--- config.mk ---
export PLATFORM = sky130hd
export DESIGN_NAME = integer_to_word_tokens_flat
export DESIGN_NICKNAME = d
export VERILOG_FILES = /design/src/sv/iwt_pkg.sv /design/src/sv/iwt_in_if.sv /design/src/sv/iwt_out_if.sv /design/src/sv/iwt_ctrl.sv /design/src/sv/iwt_dpath.sv /design/src/sv/integer_to_word_tokens.sv /design/src/flat_wrapper.sv
export SDC_FILE = /design/constraint.sdc
export NUM_CORES = 1
export LEC_CHECK = 0
export ABC_CLOCK_PERIOD_IN_PS = 6100
export BUFFER_PORTS_ARGS = -buffer_cell sky130_fd_sc_hd__buf_2
export CAP_MARGIN = 15
export CELL_PAD_IN_SITES_DETAIL_PLACEMENT = 2
export CELL_PAD_IN_SITES_GLOBAL_PLACEMENT = 2
export CORE_MARGIN = 3
export CORE_UTILIZATION = 42
export DETAILED_ROUTE_END_ITERATION = 10
export GPL_TIMING_DRIVEN = 1
export PLACE_DENSITY_LB_ADDON = 0.1
export REMOVE_ABC_BUFFERS = 1
export SYNTH_ARGS = -nofsm -noshare
export SYNTH_HDL_FRONTEND = slang
export SYNTH_HIERARCHICAL = 1
export SYNTH_SLANG_ARGS = --single-unit
--- constraint.sdc ---
create_clock -name clk_i -period 6.1 [get_ports clk_i]
set_input_delay 0.305 -clock clk_i [delete_from_list [all_inputs] [get_ports clk_i]]
set_output_delay 0.305 -clock clk_i [all_outputs]
set_load 0.01 [all_outputs]
--- src/sv/iwt_pkg.sv ---
`timescale 1ns / 1ps

package iwt_pkg;

  localparam int unsigned ValueW    = 31;
  localparam int unsigned CodeW     = 5;
  localparam int unsigned DigitW    = 4;
  localparam int unsigned NumDigits = 10;
  localparam int unsigned BcdW      = NumDigits * DigitW;
  localparam int unsigned ConvCntW  = $clog2(ValueW);

  localparam logic [ConvCntW-1:0] ConvLast = ConvCntW'(ValueW - 1);

  localparam logic [CodeW-1:0] WORD_ZERO      = 5'd0;
  localparam logic [CodeW-1:0] WORD_TEEN_BASE = 5'd10;
  localparam logic [CodeW-1:0] WORD_TENS_BASE = 5'd18;
  localparam logic [CodeW-1:0] WORD_HUNDRED   = 5'd28;
  localparam logic [CodeW-1:0] WORD_THOUSAND  = 5'd29;
  localparam logic [CodeW-1:0] WORD_MILLION   = 5'd30;
  localparam logic [CodeW-1:0] WORD_BILLION   = 5'd31;

  typedef enum logic [1:0] {
    S_IDLE,
    S_CONV,
    S_EMIT,
    S_FLUSH
  } state_e;

  typedef enum logic [2:0] {
    PH_DIGIT,
    PH_HUNDRED,
    PH_TENS,
    PH_ONES,
    PH_SCALE
  } phase_e;

  typedef enum logic [1:0] {
    GRP_BILLION,
    GRP_MILLION,
    GRP_THOUSAND,
    GRP_UNIT
  } group_e;

  typedef struct packed {
    logic load;
    logic conv_step;
    logic emit_step;
    logic flush;
  } cmd_t;

  typedef struct packed {
    logic conv_done;
    logic emit_done;
    logic slot_free;
    logic pend_valid;
  } status_t;

endpackage

--- src/sv/iwt_in_if.sv ---
`timescale 1ns / 1ps

interface iwt_in_if;
  logic                          valid;
  logic                          ready;
  logic [iwt_pkg::ValueW-1:0]    value;

  modport source (output valid, output value, input ready);
  modport sink (input valid, input value, output ready);
endinterface

--- src/sv/iwt_out_if.sv ---
`timescale 1ns / 1ps

interface iwt_out_if;
  logic                          valid;
  logic                          ready;
  logic [iwt_pkg::CodeW-1:0]     word_code;
  logic                          last_word;

  modport source (output valid, output word_code, output last_word, input ready);
  modport sink (input valid, input word_code, input last_word, output ready);
endinterface

--- src/sv/iwt_ctrl.sv ---
`timescale 1ns / 1ps

module iwt_ctrl (
  input  logic             clk_i,
  input  logic             rst_ni,
  input  logic             in_valid_i,
  input  iwt_pkg::status_t status_i,
  output logic             in_ready_o,
  output iwt_pkg::cmd_t    cmd_o
);

  iwt_pkg::state_e state_q, state_d;

  always_ff @(posedge clk_i or negedge rst_ni) begin
    if (!rst_ni) begin
      state_q <= iwt_pkg::S_IDLE;
    end else begin
      state_q <= state_d;
    end
  end

  always_comb begin
    state_d = state_q;
    unique case (state_q)
      iwt_pkg::S_IDLE: begin
        if (in_valid_i) state_d = iwt_pkg::S_CONV;
      end
      iwt_pkg::S_CONV: begin
        if (status_i.conv_done) state_d = iwt_pkg::S_EMIT;
      end
      iwt_pkg::S_EMIT: begin
        if (status_i.slot_free && status_i.emit_done) state_d = iwt_pkg::S_FLUSH;
      end
      iwt_pkg::S_FLUSH: begin
        if (status_i.slot_free) state_d = iwt_pkg::S_IDLE;
      end
      default: state_d = iwt_pkg::S_IDLE;
    endcase
  end

  always_comb begin
    in_ready_o = 1'b0;
    cmd_o      = '0;
    unique case (state_q)
      iwt_pkg::S_IDLE: begin
        in_ready_o = 1'b1;
        cmd_o.load = in_valid_i;
      end
      iwt_pkg::S_CONV: begin
        cmd_o.conv_step = 1'b1;
      end
      iwt_pkg::S_EMIT: begin
        cmd_o.emit_step = status_i.slot_free;
      end
      iwt_pkg::S_FLUSH: begin
        cmd_o.flush = status_i.slot_free;
      end
      default: begin
        in_ready_o = 1'b0;
      end
    endcase
  end

endmodule

--- src/sv/iwt_dpath.sv ---
`timescale 1ns / 1ps

module iwt_dpath (
  input  logic                          clk_i,
  input  logic                          rst_ni,
  input  iwt_pkg::cmd_t                 cmd_i,
  input  logic [iwt_pkg::ValueW-1:0]    value_i,
  input  logic                          out_ready_i,
  output iwt_pkg::status_t              status_o,
  output logic                          out_valid_o,
  output logic [iwt_pkg::CodeW-1:0]     word_code_o,
  output logic                          last_word_o
);

  logic [iwt_pkg::ValueW-1:0]   bin_q;
  logic [iwt_pkg::BcdW-1:0]     bcd_q;
  logic [iwt_pkg::BcdW-1:0]     bcd_adj;
  logic [iwt_pkg::ConvCntW-1:0] cnt_q;
  iwt_pkg::group_e              grp_q;
  iwt_pkg::phase_e              ph_q;
  logic                         pend_valid_q, pend_valid_d;
  logic [iwt_pkg::CodeW-1:0]    pend_code_q;
  logic                         out_valid_q, out_valid_d;
  logic [iwt_pkg::CodeW-1:0]    out_code_q;
  logic                         out_last_q;

  logic [iwt_pkg::DigitW-1:0]   dig_h, dig_t, dig_o;
  logic                         grp_nz;
  logic                         tok_valid;
  logic [iwt_pkg::CodeW-1:0]    tok_code;
  logic [iwt_pkg::CodeW-1:0]    scale_code;
  logic                         take_tok;
  logic                         push_pend;
  logic                         slot_free;

  // add three to every digit above four, then shift in the next bit
  always_comb begin
    for (int i = 0; i < iwt_pkg::NumDigits; i++) begin
      if (bcd_q[i*iwt_pkg::DigitW +: iwt_pkg::DigitW] >= 4'd5) begin
        bcd_adj[i*iwt_pkg::DigitW +: iwt_pkg::DigitW] =
          bcd_q[i*iwt_pkg::DigitW +: iwt_pkg::DigitW] + 4'd3;
      end else begin
        bcd_adj[i*iwt_pkg::DigitW +: iwt_pkg::DigitW] =
          bcd_q[i*iwt_pkg::DigitW +: iwt_pkg::DigitW];
      end
    end
  end

  always_comb begin
    dig_h      = '0;
    dig_t      = '0;
    dig_o      = '0;
    scale_code = iwt_pkg::WORD_ZERO;
    unique case (grp_q)
      iwt_pkg::GRP_BILLION: begin
        dig_o      = bcd_q[39:36];
        scale_code = iwt_pkg::WORD_BILLION;
      end
      iwt_pkg::GRP_MILLION: begin
        dig_h      = bcd_q[35:32];
        dig_t      = bcd_q[31:28];
        dig_o      = bcd_q[27:24];
        scale_code = iwt_pkg::WORD_MILLION;
      end
      iwt_pkg::GRP_THOUSAND: begin
        dig_h      = bcd_q[23:20];
        dig_t      = bcd_q[19:16];
        dig_o      = bcd_q[15:12];
        scale_code = iwt_pkg::WORD_THOUSAND;
      end
      iwt_pkg::GRP_UNIT: begin
        dig_h = bcd_q[11:8];
        dig_t = bcd_q[7:4];
        dig_o = bcd_q[3:0];
      end
      default: begin
        dig_h = '0;
      end
    endcase
  end

  assign grp_nz = (dig_h != '0) || (dig_t != '0) || (dig_o != '0);

  always_comb begin
    tok_valid = 1'b0;
    tok_code  = iwt_pkg::WORD_ZERO;
    unique case (ph_q)
      iwt_pkg::PH_DIGIT: begin
        tok_valid = dig_h != '0;
        tok_code  = {1'b0, dig_h};
      end
      iwt_pkg::PH_HUNDRED: begin
        tok_valid = dig_h != '0;
        tok_code  = iwt_pkg::WORD_HUNDRED;
      end
      iwt_pkg::PH_TENS: begin
        priority if (dig_t >= 4'd2) begin
          tok_valid = 1'b1;
          tok_code  = iwt_pkg::WORD_TENS_BASE + {1'b0, dig_t};
        end else if (dig_t == 4'd1) begin
          tok_valid = 1'b1;
          tok_code  = iwt_pkg::WORD_TEEN_BASE + {1'b0, dig_o};
        end else begin
          tok_valid = dig_o != '0;
          tok_code  = {1'b0, dig_o};
        end
      end
      iwt_pkg::PH_ONES: begin
        tok_valid = (dig_t >= 4'd2) && (dig_o != '0);
        tok_code  = {1'b0, dig_o};
      end
      iwt_pkg::PH_SCALE: begin
        tok_valid = grp_nz && (grp_q != iwt_pkg::GRP_UNIT);
        tok_code  = scale_code;
      end
      default: begin
        tok_valid = 1'b0;
      end
    endcase
  end

  assign slot_free = !out_valid_q || out_ready_i;
  assign take_tok  = cmd_i.emit_step && tok_valid;
  assign push_pend = take_tok && pend_valid_q;

  always_comb begin
    pend_valid_d = pend_valid_q;
    if (cmd_i.load || cmd_i.flush) begin
      pend_valid_d = 1'b0;
    end else if (take_tok) begin
      pend_valid_d = 1'b1;
    end
  end

  always_comb begin
    out_valid_d = out_valid_q && !out_ready_i;
    if (push_pend || cmd_i.flush) out_valid_d = 1'b1;
  end

  always_ff @(posedge clk_i or negedge rst_ni) begin
    if (!rst_ni) begin
      cnt_q        <= '0;
      grp_q        <= iwt_pkg::GRP_BILLION;
      ph_q         <= iwt_pkg::PH_DIGIT;
      pend_valid_q <= 1'b0;
      out_valid_q  <= 1'b0;
    end else begin
      pend_valid_q <= pend_valid_d;
      out_valid_q  <= out_valid_d;
      if (cmd_i.load) begin
        cnt_q <= '0;
        grp_q <= iwt_pkg::GRP_BILLION;
        ph_q  <= iwt_pkg::PH_DIGIT;
      end else begin
        if (cmd_i.conv_step) cnt_q <= cnt_q + 1'b1;
        if (cmd_i.emit_step) begin
          unique case (ph_q)
            iwt_pkg::PH_DIGIT:   ph_q <= iwt_pkg::PH_HUNDRED;
            iwt_pkg::PH_HUNDRED: ph_q <= iwt_pkg::PH_TENS;
            iwt_pkg::PH_TENS:    ph_q <= iwt_pkg::PH_ONES;
            iwt_pkg::PH_ONES:    ph_q <= iwt_pkg::PH_SCALE;
            iwt_pkg::PH_SCALE: begin
              ph_q <= iwt_pkg::PH_DIGIT;
              unique case (grp_q)
                iwt_pkg::GRP_BILLION:  grp_q <= iwt_pkg::GRP_MILLION;
                iwt_pkg::GRP_MILLION:  grp_q <= iwt_pkg::GRP_THOUSAND;
                iwt_pkg::GRP_THOUSAND: grp_q <= iwt_pkg::GRP_UNIT;
                iwt_pkg::GRP_UNIT:     grp_q <= iwt_pkg::GRP_UNIT;
                default:               grp_q <= iwt_pkg::GRP_BILLION;
              endcase
            end
            default: ph_q <= iwt_pkg::PH_DIGIT;
          endcase
        end
      end
    end
  end

  always_ff @(posedge clk_i) begin
    if (cmd_i.load) begin
      bin_q <= value_i;
      bcd_q <= '0;
    end else if (cmd_i.conv_step) begin
      bin_q <= {bin_q[iwt_pkg::ValueW-2:0], 1'b0};
      bcd_q <= {bcd_adj[iwt_pkg::BcdW-2:0], bin_q[iwt_pkg::ValueW-1]};
    end
    if (take_tok) pend_code_q <= tok_code;
    if (push_pend) begin
      out_code_q <= pend_code_q;
      out_last_q <= 1'b0;
    end else if (cmd_i.flush) begin
      out_code_q <= pend_valid_q ? pend_code_q : iwt_pkg::WORD_ZERO;
      out_last_q <= 1'b1;
    end
  end

  assign status_o.conv_done  = cnt_q == iwt_pkg::ConvLast;
  assign status_o.emit_done  = (grp_q == iwt_pkg::GRP_UNIT) && (ph_q == iwt_pkg::PH_SCALE);
  assign status_o.slot_free  = slot_free;
  assign status_o.pend_valid = pend_valid_q;

  assign out_valid_o = out_valid_q;
  assign word_code_o = out_code_q;
  assign last_word_o = out_last_q;

endmodule

--- src/sv/integer_to_word_tokens.sv ---
`timescale 1ns / 1ps

// channel  | dir | payload                       | word
// in_i     | in  | value[30:0]                   | one integer
// out_o    | out | word_code[4:0], last_word     | one word token, last flagged
//
// A value is taken only while the block is idle. A shift-add-3 binary to
// decimal converter shifts in every bit of the value, then the token walker steps 20 slots
// (four groups of five), one per cycle while the output register is free,
// and a flush step emits the last token.
// Reset clears the controller, the walker and the valid flags.
// A stalled output register holds the walker; tokens are never dropped.

module integer_to_word_tokens (
  input  logic             clk_i,
  input  logic             rst_ni,
  iwt_in_if.sink           in_i,
  iwt_out_if.source        out_o
);

  iwt_pkg::cmd_t    cmd;
  iwt_pkg::status_t status;
  logic             in_ready;
  logic             out_valid;
  logic [iwt_pkg::CodeW-1:0] out_code;
  logic             out_last;

  iwt_ctrl u_ctrl (
    .clk_i      (clk_i),
    .rst_ni     (rst_ni),
    .in_valid_i (in_i.valid),
    .status_i   (status),
    .in_ready_o (in_ready),
    .cmd_o      (cmd)
  );

  iwt_dpath u_dpath (
    .clk_i       (clk_i),
    .rst_ni      (rst_ni),
    .cmd_i       (cmd),
    .value_i     (in_i.value),
    .out_ready_i (out_o.ready),
    .status_o    (status),
    .out_valid_o (out_valid),
    .word_code_o (out_code),
    .last_word_o (out_last)
  );

  assign in_i.ready      = in_ready;
  assign out_o.valid     = out_valid;
  assign out_o.word_code = out_code;
  assign out_o.last_word = out_last;

`ifndef ASSERT_OFF
  assert property (@(posedge clk_i) disable iff (!rst_ni)
    in_ready |-> !status.pend_valid)
    else $error("pending token left over while idle");

  assert property (@(posedge clk_i) disable iff (!rst_ni)
    cmd.load |=> cmd.conv_step)
    else $error("conversion did not start after load");

  assert property (@(posedge clk_i) disable iff (!rst_ni)
    (cmd.emit_step || cmd.flush) |-> status.slot_free)
    else $error("walker advanced while output register was stalled");

  assert property (@(posedge clk_i) disable iff (!rst_ni)
    $onehot0({cmd.load, cmd.conv_step, cmd.emit_step, cmd.flush}))
    else $error("conflicting datapath commands");
`endif

endmodule
--- src/flat_wrapper.sv ---
// flat-port wrapper written by rule: the top's interface ports become plain ports
module integer_to_word_tokens_flat 
  (clk_i, rst_ni, in_i_valid, in_i_value, in_i_ready, out_o_valid, out_o_word_code, out_o_last_word, out_o_ready);
  iwt_in_if in_i_i ();
  iwt_out_if out_o_i ();
  input  logic clk_i;
  input  logic rst_ni;
  input wire logic [$bits(in_i_i.valid)-1:0] in_i_valid;
  input wire logic [$bits(in_i_i.value)-1:0] in_i_value;
  output wire logic [$bits(in_i_i.ready)-1:0] in_i_ready;
  output wire logic [$bits(out_o_i.valid)-1:0] out_o_valid;
  output wire logic [$bits(out_o_i.word_code)-1:0] out_o_word_code;
  output wire logic [$bits(out_o_i.last_word)-1:0] out_o_last_word;
  input wire logic [$bits(out_o_i.ready)-1:0] out_o_ready;
  assign in_i_i.valid = in_i_valid;
  assign in_i_i.value = in_i_value;
  assign in_i_ready = in_i_i.ready;
  assign out_o_valid = out_o_i.valid;
  assign out_o_word_code = out_o_i.word_code;
  assign out_o_last_word = out_o_i.last_word;
  assign out_o_i.ready = out_o_ready;
  integer_to_word_tokens u_core (.clk_i(clk_i), .rst_ni(rst_ni), .in_i(in_i_i), .out_o(out_o_i));
endmodule
* After elaboration in Yosys (flattened, before gate mapping) *
Cells that the tools add are included.
Widths: inputs -> output; s select.

word-level totals
  register bits = 96
  input port bits = 35
  output and inout port bits = 8
  logic and storage cells = 128

cells by class
  add/subtract/negate cells = 13
  order comparisons = 11
  equal/unequal tests = 17
  multiplexer cells = 47
  reduce and logical (&&, ||, !) cells = 29

operators with widths
  cell                 count
  $mux 31              2
  $ge 4x3->1 const B   10
  $add 4x2->4 const B  9
  $mux 4               9
  $mux 5               7
  $pmux 5 s5           1
  $pmux 4 s3           2
  $pmux 4 s4           1
  $pmux 5 s3           1
  $mux 2               7
  $pmux 3 s4           1
  $reduce_bool 4->1    3
  $mux 1               10
  $reduce_bool 2->1    5
  $mux 3               3
  $eq 2x2->1 const B   4
  $ne 2x2->1 const B   4
  $pmux 2 s4           1
  $logic_and 1x1->1    7
  $eq 3x2->1 const B   2
  $pmux 2 s3           1
  $add 4x4->5 const A  1
  $add 5x1->5 const B  1
  $add 5x4->5 const A  1
  other kinds (16)     24

* Depth between registers and ports, before layout *
  depth after elaboration = 11
  depth in mapped cells = 8
  depth with buffers taken out = 7

* By module *
The synthesis kept the hierarchy.

modules (own cells, without submodules)
  module     times used  cells an instance  area an instance (um^2)  seq. area each (um^2)
  iwt_dpath  1           514                5258.8                   2352.3
  iwt_ctrl   1           20                 216.5                    50.0

* Least setup slack after synthesis *
Ideal clock, no wire load.

  kind = reg-to-reg
  start = reg u_core.u_dpath.grp_q[1]
  end = reg u_core/u_dpath/pend_code_q[2] (netlist name), data pin
  library setup time = 0.261 ns
  arrival = 2.236 ns
  required time = 5.839 ns
  setup slack = 3.603 ns
  stages on the path, launching flop included = 7
  path buffers = 1
  clock period less this slack = 2.497 ns
  cell sequence = dfrtp_1 buf_6 mux4_2 ha_1 mux2_2 mux2_4 a311o_1

between the ends
  cells in the longest elaborated chain, start to end = 6
  elaborated cells on any way between the ends = 15
  those cells by class = 2 x add/sub; 1 x order compare; 4 x eq/ne; 7 x mux; 1 x reduce/logical

ends and longest elaborated chain
  item                                       RTL line                            source
  start: declaration                         iwt_dpath.sv:19                     iwt_pkg::group_e grp_q;
  start signal: assignment                   iwt_dpath.sv:143                    grp_q <= iwt_pkg::GRP_BILLION;
  start signal: assignment                   iwt_dpath.sv:152                    grp_q <= iwt_pkg::GRP_BILLION;
  start signal: assignment                   iwt_dpath.sv:165                    iwt_pkg::GRP_BILLION: grp_q <= iwt_pkg::GRP_MILLION;
  $eq 2x2->1 (tied with other cells)         iwt_dpath.sv:54                     unique case (grp_q)
  $pmux 4 s4 or $pmux 4 s3 (tied branches)   iwt_dpath.sv:54
  $add 4x4->5 or $eq 4x1->1 (tied branches)  iwt_dpath.sv:102, iwt_dpath.sv:100
  $mux 5                                     iwt_dpath.sv:100                    end else if (dig_t == 4'd1) begin
  $mux 5                                     iwt_dpath.sv:97                     priority if (dig_t >= 4'd2) begin
  $pmux 5 s5 (*)                             iwt_dpath.sv:87                     unique case (ph_q)
  net u_core.u_dpath.tok_code (one bit)      iwt_dpath.sv:30                     logic [iwt_pkg::CodeW-1:0] tok_code;
  end signal: assignment                     iwt_dpath.sv:187                    if (take_tok) pend_code_q <= tok_code;
  end: declaration                           iwt_dpath.sv:22                     logic [iwt_pkg::CodeW-1:0] pend_code_q;

Mark *: on every way through the listed nets, which the timed path passes. The rest lies on a longest branch.
A chain may end at the register's enable or synchronous reset.

* Worst setup path in the final report *
  start = reg u_core.u_dpath.grp_q[1]
  end = reg u_core/u_dpath/pend_code_q[2] (netlist name), enable pin

between the ends
  cells in the longest elaborated chain, start to end = 8
  elaborated cells on any way between the ends = 21
  those cells by class = 1 x order compare; 5 x eq/ne; 6 x mux; 9 x reduce/logical

ends and longest elaborated chain
  item                                                                RTL line          source
  parallel branches: the longest is 6 deep, another holds $ge 4x2->1  n/a
  $pmux 1 s4 (*)                                                      iwt_dpath.sv:87
  $logic_and 1x1->1 (*)                                               iwt_dpath.sv:123  assign take_tok = cmd_i.emit_step && tok_valid;
  net u_core.u_dpath.take_tok                                         iwt_dpath.sv:32   logic take_tok;

Mark *: on every way through the listed nets, which the timed path passes.

==> impl_metrics.tcl <==
set metrics [dict create \
    crit_arrival_ns 3.28 \
    num-fill-cells 1356 \
    htreeDepth 3 \
    p_clk_share_pct 19.9 \
    routed_wl_um 13900 \
    rr_startpoint "u_core/u_dpath/grp_q[1]$_DFFE_PN0P_" \
    yosys_warnings 6 \
    diodes 0 \
    io_pins 43 \
    worstHoldStart "in_i_value[12]" \
    layout_commonest_cell "buf_2" \
    clock-sinks 96 \
    dr.pass1.iters 4 \
    r2r_end "u_core/u_dpath/pend_code_q[2]$_DFFE_PP_" \
    syn_to_final_growth_pct 11.7 \
    grt_pass1_wl_um 23500 \
    hold_end "u_core/u_dpath/bin_q[12]$_DFFE_PP_" \
    synth.avg_cell_area_um2 10.3 \
    hpwl_um 10000 \
    antenna_found_initial 0 \
    routed_via_density 5.52 \
    cts_resized 0 \
    reg2reg_slack_ns 2.81 \
    cp-end-kind "register" \
    rows 41 \
    clockRootBuffer "clkbuf_16" \
    timing.final.crit_share_pct 53.9 \
    pwr-share-seq_pct 42.2 \
    synth_area_um2 5470 \
    crit_type "reg -> reg" \
    final-max-slew-violation-count 0 \
    final_nets 627 \
    clockBufferDepth 2 \
    min_period_ns 3.29 \
    grt_start_max_net_pins 54 \
    worstPathRequired_ns 6.10 \
    crit_path_max_fanout 21 \
    fmax_mhz 304 \
    power_density_nw_per_um2 484 \
    grt_pass1_vias 4544 \
    worstSkewPairLatency_ns 0.36 \
    num_vias 4082 \
    cellLeakagePower_nw 2.30 \
    swShare_pct 39.0 \
    rsz0062_at_grt "false" \
    dp_cells 723 \
    drt_first_iter_violations 141 \
    die_w_um 120 \
    design.die.area_um2 14400 \
    worst_pin_slew_ns 0.924 \
    clk_pin_slew_ns 0.07 \
    hold_violations 0 \
    wire_per_inst_um 18.8 \
    gp_congestion 0.898 \
    io_buffer_count 42 \
    maxCapViolCount 0 \
    gr-usage-all-layers_pct 20.7 \
    core_area_um2 12700 \
    skew_ns 0.00989 \
    min_path_cells 2 \
    critPathLaunchType "register" \
    die_y_um 120 \
    comb_power_share_pct 37.9 \
    cts_made_buffers 9 \
    remaining_drc_errors 0 \
    synthCells 533 \
    p_switching_mw 1.15 \
    ir_drop_mv 0.189 \
    slew_headroom_pct 38.4 \
    instances_no_fill 740 \
    grt-ovfl-total 0 \
    status "finished, final reports clean" \
    antenna_left 0 \
    start_util_pct 43.2 \
    final_util_pct 48.2 \
    p_int_mw 1.81 \
    hold_path_class "in -> reg" \
    setup_viol_count_final 0 \
    worstRegToRegCells 5 \
    fin_tns_setup_ns 0 \
    mostFrequentLayoutCells "buf_2 (42), dfxtp_1 (41), edfxtp_1 (41), a21oi_1 (40), mux2_2 (34)" \
    cts_tree "yes" \
    drive_gt1_share_pct 19.2 \
]
[critical path, cell delays in order (launching register included)]
cell and delay [ns]:
dfrtp_1 0.95, nor2b_1 0.69, a22oi_1 0.33, nor3_1 0.38
o31ai_4 0.14, a21boi_1 0.44
[registers in the layout, summed over array words and instances (netlist names)]
register and count:
u_core/u_dpath/cnt_q 5, u_core/u_dpath/pend_valid_q 1, u_core/u_dpath/bcd_q 40, u_core/u_ctrl/state_q 2
u_core/u_dpath/pend_code_q 5, u_core/u_dpath/out_valid_o 1, u_core/u_dpath/grp_q 2, u_core/u_dpath/last_word_o 1
u_core/u_dpath/bin_q 31, u_core/u_dpath/word_code_o 5, u_core/u_dpath/ph_q 3
[routing by layer]
metal  global-route usage [%]  part of all wire (%)  routed length, um
met5                        0                     0                  0
met4                     6.94                   1.7                230
met3                     3.16                   2.0                273
met2                     37.0                    51               7160
met1                     25.6                    45               6250
[cell type report]
cell class / instances / area [um2] / share of cell area, %
Clock inverter: 7 / 76.3 / 1.25
Clock buffer: 9 / 225 / 3.69
Multi-Input combinational cell: 382 / 2850 / 46.6
Tap cell: 172 / 215 / 3.52
Inverter: 29 / 109 / 1.78
Timing Repair Buffer: 45 / 235 / 3.85
Sequential cell: 96 / 2400 / 39.3
[per-stage QoR]
step	power, mW	hold slack (ns)	setup slack, ns	instance area (um2)
floorplan	2.01	0.00941	2.71	5350
detailed placement	2.38	0.228	2.81	5800
CTS	3.00	0.233	2.82	6110
global route	3.18	0.236	2.51	6110
global placement	2.28	0.231	2.97	5800
finish	2.96	0.243	2.81	6110
[power by group through the flow]
stage / Sequential [mW] / Combinational [mW] / Clock (mW)
5_1_grt: 1.29 / 1.26 / 0.633
6_report: 1.25 / 1.12 / 0.588
3_3_place_gp: 1.24 / 1.04 / 0
3_5_place_dp: 1.26 / 1.12 / 0
2_1_floorplan: 1.16 / 0.849 / 0
4_1_cts: 1.25 / 1.14 / 0.604
[how the worst max path moves through the flow]
stage,startpoint,end,slack [ns],cells after the start
floorplan,u_core/u_ctrl/state_q[0]$_DFFE_PN0P_,u_core/u_dpath/bin_q[0]$_SDFFCE_PN0P_,2.71,4
global placement,u_core/u_dpath/grp_q[1]$_DFFE_PN0P_,u_core/u_dpath/pend_code_q[2]$_DFFE_PP_,2.97,5
detailed placement,u_core/u_dpath/grp_q[1]$_DFFE_PN0P_,u_core/u_dpath/pend_code_q[2]$_DFFE_PP_,2.81,5
CTS,u_core/u_dpath/grp_q[1]$_DFFE_PN0P_,u_core/u_dpath/pend_code_q[2]$_DFFE_PP_,2.82,5
global route,u_core/u_dpath/grp_q[1]$_DFFE_PN0P_,u_core/u_dpath/pend_code_q[2]$_DFFE_PP_,2.51,5
finish,u_core/u_dpath/grp_q[1]$_DFFE_PN0P_,u_core/u_dpath/pend_code_q[2]$_DFFE_PP_,2.81,5
[repair_timing]
item | 4_1_cts | 5_1_grt
hold endpoints to repair | 14 | 0
buffers inserted | 0 | 0
hold buffers | 1 | 0
No activity file was read; power rests on OpenSTA's default activity.
